File: src/rtl/core/lidar_packet_to_points_assert.svh
// Assertion macros for the lidar point decoder RTL, used by lpp_ctrl.
// Needs clk and arst_n in the scope of each use.
`ifndef LIDAR_PACKET_TO_POINTS_ASSERT_SVH
`define LIDAR_PACKET_TO_POINTS_ASSERT_SVH

// same-cycle implication
`define LPP_ASSERT_NOW(lbl, cond, prop) \
	lbl: assert property (@(posedge clk) disable iff (!arst_n) (cond) |-> (prop)) \
		else $error("lpp assertion failed");

// next-cycle implication
`define LPP_ASSERT_NEXT(lbl, cond, prop) \
	lbl: assert property (@(posedge clk) disable iff (!arst_n) (cond) |=> (prop)) \
		else $error("lpp assertion failed");

`endif

File: src/rtl/core/lpp_pkg.sv
// Shared constants, types and tables of the lidar point decoder.
// No dependencies.
package lpp_pkg;

	localparam int NUM_LASERS        = 64;
	localparam int PACKET_BYTES      = 1206;
	localparam int BLOCKS_PER_PACKET = 12;
	localparam int RETURNS_PER_BLOCK = 32;
	localparam int BLOCK_STRIDE      = 100;
	localparam int BLOCK_LIMIT       = 12;
	localparam int CAL_DEPTH         = 64;
	localparam int CAL_W             = 59;

	localparam logic [15:0] HDR_UPPER = 16'hEEFF;
	localparam logic [15:0] HDR_LOWER = 16'hDDFF;

	localparam int FULL_TURN    = 36000;
	localparam int HALF_TURN    = 18000;
	localparam int QUARTER_TURN = 9000;

	localparam logic signed [32:0] CORDIC_START = 33'sd652032874;

	localparam logic [15:0] RANGE_MIN_RESET = 16'd1100;
	localparam logic [15:0] RANGE_MAX_RESET = 16'd60000;

	localparam logic REG_RANGE_MIN = 1'b0;
	localparam logic REG_RANGE_MAX = 1'b1;

	localparam logic [1:0] ANG_CT = 2'd0;
	localparam logic [1:0] ANG_TH = 2'd1;
	localparam logic [1:0] ANG_PH = 2'd2;

	typedef struct packed {
		logic signed [12:0] vert;
		logic signed [11:0] rot;
		logic signed [12:0] dcorr;
		logic signed [10:0] voff;
		logic signed [8:0]  hoff;
		logic               en;
	} cal_t;

	typedef enum logic [3:0] {
		S_IDLE,
		S_CHECK,
		S_CINIT,
		S_CITER,
		S_CSAVE,
		S_MUL1,
		S_MUL2,
		S_DONE
	} state_t;

	typedef struct packed {
		logic       byte_take;
		logic       cal_take;
		logic       check;
		logic       cinit;
		logic       citer;
		logic       csave;
		logic       mul1;
		logic       mul2;
		logic       emit;
		logic [1:0] ang;
		logic [3:0] step;
	} cmd_t;

	typedef struct packed {
		logic ret_last;
		logic point_ok;
		logic out_full;
		logic out_take;
	} status_t;

	function automatic logic signed [24:0] atan_units(input logic [3:0] i);
		logic signed [24:0] v;
		unique case (i)
			4'd0:  v = 25'sd1152000;
			4'd1:  v = 25'sd680065;
			4'd2:  v = 25'sd359328;
			4'd3:  v = 25'sd182400;
			4'd4:  v = 25'sd91554;
			4'd5:  v = 25'sd45822;
			4'd6:  v = 25'sd22916;
			4'd7:  v = 25'sd11459;
			4'd8:  v = 25'sd5730;
			4'd9:  v = 25'sd2865;
			4'd10: v = 25'sd1432;
			4'd11: v = 25'sd716;
			4'd12: v = 25'sd358;
			4'd13: v = 25'sd179;
			4'd14: v = 25'sd90;
			4'd15: v = 25'sd45;
		endcase
		return v;
	endfunction

	function automatic logic signed [24:0] round_mm(input logic signed [53:0] v);
		logic signed [53:0] t;
		t = (v + 54'sd536870912) >>> 30;
		return t[24:0];
	endfunction

	function automatic logic signed [18:0] sat19(input logic signed [24:0] v);
		logic signed [18:0] r;
		if (v > 25'sd262143)
			r = 19'sd262143;
		else if (v < -25'sd262144)
			r = -19'sd262144;
		else
			r = v[18:0];
		return r;
	endfunction

endpackage

File: src/rtl/core/lpp_ctrl.sv
// Controller of the lidar point decoder: sequences word intake, CORDIC runs,
// multiplies and result handoff. Uses lpp_pkg and the assertion macro header.
`include "lidar_packet_to_points_assert.svh"

module lpp_ctrl (
	input  logic             clk,
	input  logic             arst_n,
	input  logic             in_valid,
	input  logic             kind,
	output logic             in_stall,
	input  lpp_pkg::status_t status,
	output lpp_pkg::cmd_t    cmd
);
	import lpp_pkg::*;

	state_t     state_q, state_d;
	logic [1:0] ang_q, ang_d;
	logic [3:0] step_q, step_d;

	always_ff @(posedge clk or negedge arst_n) begin
		if (!arst_n) begin
			state_q <= S_IDLE;
			ang_q   <= ANG_CT;
			step_q  <= '0;
		end else begin
			state_q <= state_d;
			ang_q   <= ang_d;
			step_q  <= step_d;
		end
	end

	always_comb begin
		state_d  = state_q;
		ang_d    = ang_q;
		step_d   = step_q;
		cmd      = '0;
		cmd.ang  = ang_q;
		cmd.step = step_q;
		in_stall = (state_q != S_IDLE);
		unique case (state_q)
			S_IDLE: begin
				if (in_valid) begin
					if (kind) begin
						cmd.cal_take = 1'b1;
					end else begin
						cmd.byte_take = 1'b1;
						if (status.ret_last)
							state_d = S_CHECK;
					end
				end
			end
			S_CHECK: begin
				cmd.check = 1'b1;
				ang_d     = ANG_CT;
				state_d   = status.point_ok ? S_CINIT : S_IDLE;
			end
			S_CINIT: begin
				cmd.cinit = 1'b1;
				step_d    = '0;
				state_d   = S_CITER;
			end
			S_CITER: begin
				cmd.citer = 1'b1;
				step_d    = step_q + 4'd1;
				if (step_q == '1)
					state_d = S_CSAVE;
			end
			S_CSAVE: begin
				cmd.csave = 1'b1;
				if (ang_q == ANG_PH) begin
					state_d = S_MUL1;
				end else begin
					ang_d   = ang_q + 2'd1;
					state_d = S_CINIT;
				end
			end
			S_MUL1: begin
				cmd.mul1 = 1'b1;
				state_d  = S_MUL2;
			end
			S_MUL2: begin
				cmd.mul2 = 1'b1;
				state_d  = S_DONE;
			end
			S_DONE: begin
				if (!status.out_full || status.out_take) begin
					cmd.emit = 1'b1;
					state_d  = S_IDLE;
				end
			end
			default: state_d = S_IDLE;
		endcase
	end

	`LPP_ASSERT_NOW(a_emit_room, cmd.emit, !status.out_full || status.out_take)
	`LPP_ASSERT_NEXT(a_iter_len, state_q == S_CITER && step_q == 4'd15, state_q == S_CSAVE)
	`LPP_ASSERT_NEXT(a_three_runs, state_q == S_CSAVE && ang_q == ANG_PH, state_q == S_MUL1)
	`LPP_ASSERT_NOW(a_busy_stall, state_q != S_IDLE, in_stall && !cmd.byte_take && !cmd.cal_take)

endmodule

File: config.mk
export PLATFORM = sky130hd
export DESIGN_NAME = lpp_ctrl
export DESIGN_NICKNAME = d
export VERILOG_FILES = /design/src/rtl/core/lpp_pkg.sv /design/src/rtl/core/lpp_ctrl.sv
export VERILOG_INCLUDE_DIRS = /design/src /design/src/rtl/core
export SDC_FILE = /design/constraint.sdc
export NUM_CORES = 1
export LEC_CHECK = 0
export BUFFER_PORTS_ARGS = -buffer_cell sky130_fd_sc_hd__buf_2
export CAP_MARGIN = 5
export CORE_MARGIN = 2
export CORE_UTILIZATION = 41
export CTS_CLUSTER_DIAMETER = 30
export CTS_CLUSTER_SIZE = 12
export DETAILED_ROUTE_END_ITERATION = 8
export PLACE_DENSITY = 0.72
export SLEW_MARGIN = 20
export SYNTH_ARGS = -nofsm -noshare
export SYNTH_HDL_FRONTEND = slang
export SYNTH_SLANG_ARGS = --single-unit
File: constraint.sdc
create_clock -name clk -period 1.2 [get_ports clk]
set_input_delay 0.12 -clock clk [delete_from_list [all_inputs] [get_ports clk]]
set_output_delay 0.12 -clock clk [all_outputs]
set_load 0.02 [all_outputs]
# Yosys cells after proc, flatten, opt, wreduce, memory -nomap -nowiden

Index checks and enable logic that the tools add are counted.

Output and inout bits: 16
Logic and storage cells: 51
Bits in registers: 10

Reductions and logical operators: 8
Add/sub/neg operators: 2
Muxes and demuxes: 23
Eq/ne operators: 15

Operators by type and width:

| cell                                                | number |
|---|---|
| one-hot mux 4 bit (8 select lines)                  | 1 |
| 2-to-1 mux 4 bit                                    | 5 |
| equality test 4 x 3 -> 1 bit, second input constant | 4 |
| inequality test 2 bit, second input constant        | 6 |
| 2-to-1 mux 1 bit                                    | 10 |
| equality test 4 x 2 -> 1 bit, second input constant | 2 |
| 2-to-1 mux 2 bit                                    | 4 |
| one-hot mux 4 bit (2 select lines)                  | 1 |
| AND reduction 5 bit                                 | 1 |
| adder 4 x 1 -> 4 bit, second input constant         | 1 |
| equality test 4 x 1 -> 1 bit, second input constant | 1 |
| equality test 4 bit, second input constant          | 1 |
| zero test 4 bit                                     | 1 |
| one-hot mux 2 bit (2 select lines)                  | 1 |
| nonzero test 2 bit                                  | 2 |
| nonzero test 4 bit                                  | 1 |
| 2-to-1 mux 3 bit                                    | 1 |
| adder 2 x 1 -> 2 bit, second input constant         | 1 |
| equality test 2 bit, second input constant          | 1 |
| AND reduction 2 bit                                 | 1 |
| zero test 1 bit                                     | 1 |
| logical OR 1 bit                                    | 1 |

# Longest topological paths before layout

Gate-level depths: netlist of run 1.

Word-level depth: 4
Depth in mapped cells: 5
Depth with buffers taken out: 5

# Worst setup path before layout of run 1

OpenSTA, ideal clock, no wires.

Kind: flip-flop to flip-flop
Start point: register state_q[0]
End point: register state_q[2]
Data arrival time: 1251 ps
Required time: 1042 ps
Buffers on the path: 1
Path slack: -208 ps
Stages on the path, launching flop included: 5
Path through: dfrtp_1 buf_2 nand2_1 nor3b_1 nor3_1

Cells in the longest elaborated chain, start to end: 3
Elaborated cells on any way between the ends: 15
Classes of those cells: eq/ne (12); mux (1); reduce/logical (2)

RTL lines:

| element                                              | RTL line       | source |
|---|---|---|
| start, declared                                      | lpp_ctrl.sv:16 | `state_t state_q, state_d;` |
| start signal, assigned                               | lpp_ctrl.sv:26 | `state_q <= state_d;` |
| equality test 4 x 3 -> 1 bit (tied with other cells) | lpp_ctrl.sv:40 | `unique case (state_q)` |
| inequality test 2 bit (no source line)               | n/a            |  |
| AND reduction 5 bit (no source line)                 | n/a            |  |

Parallel ways exist; a longest one is shown, timed or not.
A chain may end at the register's enable or synchronous reset.

# Final worst setup path of run 1

Start point: register state_q[1]
End point: output port in_stall

Cells in the longest elaborated chain, start to end: 1

RTL lines:

| element            | RTL line       | source |
|---|---|---|
| nonzero test 4 bit | lpp_ctrl.sv:39 | `in_stall = (state_q != S_IDLE);` |
| end, declared      | lpp_ctrl.sv:10 | `output logic in_stall,` |

Every way passes these cells.

==> results.ini, run 1 <==
[run_status]
status=complete, but fails checks
failed_checks=setup timing

[cts]
cts_max_level=1
clock-root-buffer=clkbuf_4
numClockSinks=9
cts_max_path_buffers=2
cts_tree=yes
clkLatencyLatePin_ns=0.27
path_clk_slew_ns=0.07
numCtsBuffers=3

[synthesis]
synth_top_area_frac=0.3719
ys_types=30
synth_top_cell_by_area=dfrtp_1
synth_seq_cells=9
syn-num-nets=78
synth_area_leaders=dfrtp_1, a22o_1, nor2_1
syn-cell-area_um2=605.6
synth_edf_count=0
yosysSeqAreaShare=0.3719
yosysWarnings=0
async_reset_ff_frac=1.000
syn-instance-count=68
synthFlopType=dfrtp_1
syn_avg_cell_area_um2=8.906

[detailed_routing]
drtAntennaViolNets=0
drt_iter0_markers=18
drc=0
drtPass1Iterations=4
wire_per_inst_um=18.81
drt_wl_total_mm=2.408
routed-via-count=759
post_drt_via_cell_ratio=5.930

[critical_path]
path_class=reg -> out
setup.worst_path.end=in_stall
cp.buffers_inverters=2
r2r_slack_ns=-0.16
crit_fanout=6
start_kind=register
reg2reg_depth=6
slowest_delay_ns=0.45
regToRegStartpoint=state_q[2]$_DFFE_PN0P_
cp_data_arrival_time_ns=1.33
path_delay_family=flip-flops
crit_path_start=state_q[1]$_DFFE_PN0P_
cp_data_required_time_ns=1.08
crit_top_cell=buf_6
cp_cell_sequence=buf_6 > or3_4 > buf_6
path_depth=3
timing.rr.end=state_q[0]$_DFFE_PN0P_
crit_slowest_cell=dfrtp_2
critPathCaptureType=output port

[finish]
area_growth_pct=87.40
nFillCells=57
diodes=0
nets=124
most-common-layout-cells=buf_6, buf_2, buf_4
final_util=0.8508
final_layout_size_suffix_gt1_frac=0.6549
final_common_cell=buf_6

[power]
clockPowerShare=0.105
p_leak_nw=0.5404
p_int_w=0.001339
seqPwrFrac=0.232
pwr-share-comb=0.663
peakVddDrop_v=0.001534
powerDensity_mw_per_mm2=2129
switching_share=0.4458
switching_power_w=0.001077

[placed_design]
gp_congestion=0.7589
io_buffers=23
post-dp-hpwl_mm=1.081

[timing]
worst_slack_ns=-0.2522
setup_tns_ns=-2.820
maxSlewViolCount=0
period_share=1.210
maxSlewHeadroom=0.7548
worst_pin_slew_ns=0.3671
min_period_ns=1.452
fin_skew_ns=0.004269
rsz0062_at_grt=true
hold_viol_final=0
fmax_mhz=688.6
setup_viol=19

[die]
design.core.area_mm2=0.001334
num_io_pins=24
die_w_um=42.43
die_h_um=42.43
die_area_mm2=0.001800
rows=13
initial_core_util=0.4540

[global_routing]
gr-total-overflow=0
met1_usage=0.2427
grt_max_degree=10
grt_pass1_wl_mm=3.015
grt-busiest-layer=met2
grt_util_met3=0.05172
met2_usage=0.4185
grt_use_total=0.2256
grt_pass1_vias=701
antenna_found_initial=1

[flow_run]
max_cap_viol_count=0

[worst_hold_path]
hold_class=in -> reg

## through the flow
stage	instance area, um^2	setup slack [ns]	power [W]	cells	hold slack, ns
floorplan	633.1	-0.03201	0.001146	68	-0.1756
global placement	828.3	-0.01613	0.001484	113	-0.02029
detailed placement	828.3	-0.03424	0.001511	113	-0.01972
CTS	987.2	-0.2059	0.002022	124	0.1667
global route	1135	-0.2745	0.002508	128	0.1826
finish	1135	-0.2522	0.002417	128	0.1652
## cells by family after synthesis
family,synth area share
AO/OA/AOI/OAI,0.2149
adder cells (fa/ha/maj),0.04132
buffers and inverters,0.05993
flip-flops,0.3719
multiplexers,0.01859
AND/OR/NAND/NOR,0.2934
## metal layers
layer,share of wire,routed length (um)
met1,0.41,980
met2,0.47,1139
met3,0.096,232
met4,0.023,55
met5,0,0
## cell usage after synthesis (2+ instances only)
library cell,instances
ha_1,2
dfrtp_1,9
a22o_1,5
nand2_1,5
o21ai_0,3
clkbuf_1,2
a31oi_1,2
inv_1,2
and3_1,2
nor3b_1,2
buf_2,2
nand3_1,4
nand2b_1,2
nor2_1,8
nor2b_1,3
## registers in the layout, summed over array words and instances, names as in the netlist
register,count
state_q,3
ang_q,2
step_q,4
## how the worst min path moves through the flow
stage               startpoint                     end  slack (ns)  cells past startpoint
floorplan               arst_n    ang_q[0]$_DFFE_PN0P_       -0.18                      0
global placement        arst_n   step_q[3]$_DFFE_PN0P_       -0.02                      1
detailed placement      arst_n   step_q[3]$_DFFE_PN0P_       -0.02                      1
CTS                  status[2]  state_q[1]$_DFFE_PN0P_        0.17                      3
global route         status[2]  state_q[1]$_DFFE_PN0P_        0.18                      3
finish               status[2]  state_q[1]$_DFFE_PN0P_        0.17                      3
## cell type report
class                   count  area, um^2  area share
repair buffers             46       394.1      0.3473
inverters                   2       7.507    0.006615
clock buffers               4       26.28     0.02315
multi-input cells          52       455.4      0.4013
well taps                  15       18.77     0.01654
flip-flops and latches      9       232.7      0.2051
## timing repair
| action | in CTS | in global routing |
|---|---|---|
| hold endpoints to repair | 9 | 0 |
| pin swaps | 4 | 11 |
| endpoints found under the setup margin | 13 | 18 |
| resized for setup | 26 | 32 |
| hold buffers | 1 | 0 |
| buffers inserted | 6 | 4 |
## power by group through the flow
stage          logic (W)  clock network (W)  registers, W
5_1_grt          0.00168           0.000266      0.000566
2_1_floorplan   0.000606                  0      0.000540
6_report         0.00160           0.000255      0.000560
3_3_place_gp    0.000971                  0      0.000513
4_1_cts          0.00126           0.000242      0.000521
3_5_place_dp    0.000990                  0      0.000521
## worst reg2reg max path, cell delays in order, from the launching register on
cell     delay, ns
dfrtp_1       0.42
buf_6         0.14
buf_6         0.11
buf_6         0.11
a211o_1       0.24
a31oi_1       0.16
a31oi_1       0.06
(Power assumes the default switching activity.)
==> inputs of run 2 (changes only) <==
--- a/config.mk
+++ b/config.mk
@@ -6,7 +6,7 @@
 export SDC_FILE = /design/constraint.sdc
 export NUM_CORES = 1
 export LEC_CHECK = 0
-export BUFFER_PORTS_ARGS = -buffer_cell sky130_fd_sc_hd__buf_2
+export BUFFER_PORTS_ARGS = -buffer_cell sky130_fd_sc_hd__buf_4
 export CAP_MARGIN = 5
 export CORE_MARGIN = 2
 export CORE_UTILIZATION = 41
==> run 2 against run 1 <==
Against the previous run:
- the flow still finishes with violations (setup timing)
- count of clock-buffer cells in the layout unchanged
- first-iteration DRC count unchanged
- maximum frequency down 0.51%
- total power up 6.6%
- final cell count up 2.3%
- clock skew down 0.0034 ns
- core utilization up 2.1 points
==> results.ini, run 2 (synthesis results as in run 1) <==
[run_status]
status=complete, but fails checks  ; unchanged
failed_checks=setup timing  ; unchanged

[critical_path]
r2r_slack_ns=-0.18  ; was -0.16 ns
critPathCaptureType=output port  ; unchanged
path_class=reg -> out  ; unchanged
start_kind=register  ; unchanged
cp_data_required_time_ns=1.08  ; about the same
cp.buffers_inverters=2  ; unchanged
reg2reg_depth=6  ; unchanged
regToRegStartpoint=state_q[1]$_DFFE_PN0P_  ; was state_q[2]$_DFFE_PN0P_
crit_fanout=4  ; was 6
timing.rr.end=state_q[0]$_DFFE_PN0P_  ; unchanged
crit_slowest_cell=dfrtp_1  ; was dfrtp_2
slowest_delay_ns=0.41  ; was 0.45 ns
crit_top_cell=buf_6  ; unchanged
path_delay_family=flip-flops  ; unchanged
cp_cell_sequence=buf_6 > or3_4 > buf_6  ; unchanged
cp_data_arrival_time_ns=1.34  ; was 1.33 ns

[die]
die_w_um=42.43  ; unchanged
design.core.area_mm2=0.001334  ; unchanged
die_h_um=42.43  ; unchanged
rows=13  ; unchanged
die_area_mm2=0.001800  ; unchanged
initial_core_util=0.4540  ; unchanged
num_io_pins=24  ; unchanged

[placed_design]
post-dp-hpwl_mm=1.249  ; was 1.081 mm
gp_congestion=0.7123  ; was 0.7589
io_buffers=23  ; unchanged
preCtsSetupSlack_ns=-0.02923  ; was -0.03424 ns

[timing]
maxSlewViolCount=0  ; unchanged
setup_viol=18  ; was 19
rsz0062_at_grt=true  ; unchanged
worst_slack_ns=-0.2597  ; was -0.2522 ns
period_share=1.216  ; was 1.210
fin_skew_ns=0.0008374  ; was 0.004269 ns
hold_viol_final=0  ; unchanged
min_period_ns=1.460  ; was 1.452 ns
worst_pin_slew_ns=0.3753  ; was 0.3671 ns
maxSlewHeadroom=0.7493  ; was 0.7548
fmax_mhz=685.1  ; was 688.6 MHz

[detailed_routing]
drtPass1Iterations=5  ; was 4
routed-via-count=746  ; was 759
drt_iter0_markers=18  ; unchanged
drt_wl_total_mm=2.417  ; was 2.408 mm
wire_per_inst_um=18.45  ; was 18.81 um
post_drt_via_cell_ratio=5.695  ; was 5.930
drc=0  ; unchanged
drtAntennaViolNets=0  ; unchanged

[cts]
path_clk_slew_ns=0.07  ; about the same
numClockSinks=9  ; unchanged
cts_tree=yes  ; unchanged
cts_max_level=1  ; unchanged
clock-root-buffer=clkbuf_4  ; unchanged
clkLatencyLatePin_ns=0.28  ; was 0.27 ns
cts_max_path_buffers=2  ; unchanged
numCtsBuffers=3  ; unchanged

[flow_run]
max_cap_viol_count=0  ; unchanged

[power]
powerDensity_mw_per_mm2=2216  ; was 2129 mW/mm^2
p_leak_nw=0.5621  ; was 0.5404 nW
peakVddDrop_v=0.001720  ; was 0.001534 V

[finish]
top_register=step_q  ; unchanged
top_regs=step_q: 4 flops, state_q: 3 flops, ang_q: 2 flops  ; unchanged
final_layout_size_suffix_gt1_frac=0.6293  ; was 0.6549
nFillCells=71  ; was 57
area_growth_pct=91.94  ; was 87.40%
largest_register_ffs=4  ; unchanged
final_util=0.8715  ; was 0.8508
multi_input_comb_area_um2=447.9  ; was 455.4 um^2
regArea_um2=231.5  ; was 232.7 um^2
final_common_cell=buf_4  ; was buf_6
diodes=0  ; unchanged
nets=127  ; was 124
most-common-layout-cells=buf_4, buf_6, a22o_1, dfrtp_2  ; was buf_6, buf_2, buf_4

[global_routing]
grt_pass1_vias=693  ; was 701
grt_pass1_wl_mm=3.215  ; was 3.015 mm
grt_max_degree=10  ; unchanged
gr-total-overflow=0  ; unchanged
grt_use_total=0.2442  ; was 0.2256
antenna_found_initial=0  ; was 1

[worst_hold_path]
hold_class=in -> reg  ; unchanged
min_to=state_q[0]$_DFFE_PN0P_  ; was state_q[1]$_DFFE_PN0P_
min_from=status[3]  ; was status[2]
holdPathStages=3  ; unchanged

## run 2: cell count changes in the layout (fill, tap and decap cells not counted), moves of 2 or more
| cell | before | now |
|---|---|---|
| buf_2 | 13 | 0 |
| buf_4 | 11 | 32 |
| buf_6 | 21 | 16 |
| nor2_1 | 2 | 4 |
| nor2_4 | 5 | 2 |
## run 2: metrics by stage
step                      power (W)  std cells  TNS (ns)  area (um^2)  hold WS, ns
after CTS                  0.002190        127    -2.065         1049       0.1513
after global placement     0.001602        114         0        893.4     -0.04935
after detailed placement   0.001620        114  -0.06170        893.4     -0.04768
final                      0.002576        131    -2.610         1162       0.1608
after floorplan            0.001146         68  -0.08086        633.1      -0.1756
after global routing       0.002688        131    -3.292         1162       0.1788
## run 2: worst max path at each step
| stage | start | to | slack (ns) | depth (start not counted) |
|---|---|---|---|---|
| after floorplan | ang_q[0]$_DFFE_PN0P_ | ang_q[1]$_DFFE_PN0P_ | -0.03 | 5 |
| after global placement | state_q[0]$_DFFE_PN0P_ | step_q[3]$_DFFE_PN0P_ | 0.002 | 3 |
| after detailed placement | ang_q[1]$_DFFE_PN0P_ | ang_q[1]$_DFFE_PN0P_ | -0.03 | 4 |
| after CTS | state_q[1]$_DFFE_PN0P_ | in_stall | -0.23 | 3 |
| after global routing | state_q[2]$_DFFE_PN0P_ | cmd[12] | -0.29 | 4 |
| final | state_q[1]$_DFFE_PN0P_ | in_stall | -0.26 | 3 |
## run 2: layer usage
layer | up-vias | global-route usage | share of wire | routed length, um
met5 | - | 0 | 0 | 0
met4 | 0 | 0.1438 | 0.021 | 50
met3 | 9 | 0.03879 | 0.069 | 166
met2 | 44 | 0.4185 | 0.47 | 1142
met1 | 351 | 0.2823 | 0.44 | 1059
li1 | 342 | - | - | -
## run 2: power by group
| group | total [W] | leakage, nW | switching (W) | internal (W) |
|---|---|---|---|---|
| registers | 0.000552 | 0.111 | 0.000152 | 0.000399 |
| logic | 0.00177 | 0.436 | 0.000821 | 0.000946 |
| clock network | 0.000258 | 0.0150 | 0.000128 | 0.000129 |
## run 2: worst reg2reg max path, delay by kind of cell, from the launching register on
family / cells / cell delay [ns]
compound gates: 3 / 0.49
buf+inv: 3 / 0.36
flops: 1 / 0.41
## run 2: area by class of cell
class / count / area share
multi-input combinational: 52 / 0.3854
inverter: 2 / 0.006459
clock buffer: 4 / 0.02261
timing repair buffer: 49 / 0.3703
tap: 15 / 0.01615
sequential: 9 / 0.1991
## run 2: repair_timing
item	CTS	global route
hold buffers	1	0
hold endpoints to repair	9	0
setup buffers	8	4
pin swaps	4	7
resized for setup	17	22
endpoints found under the setup margin	13	17
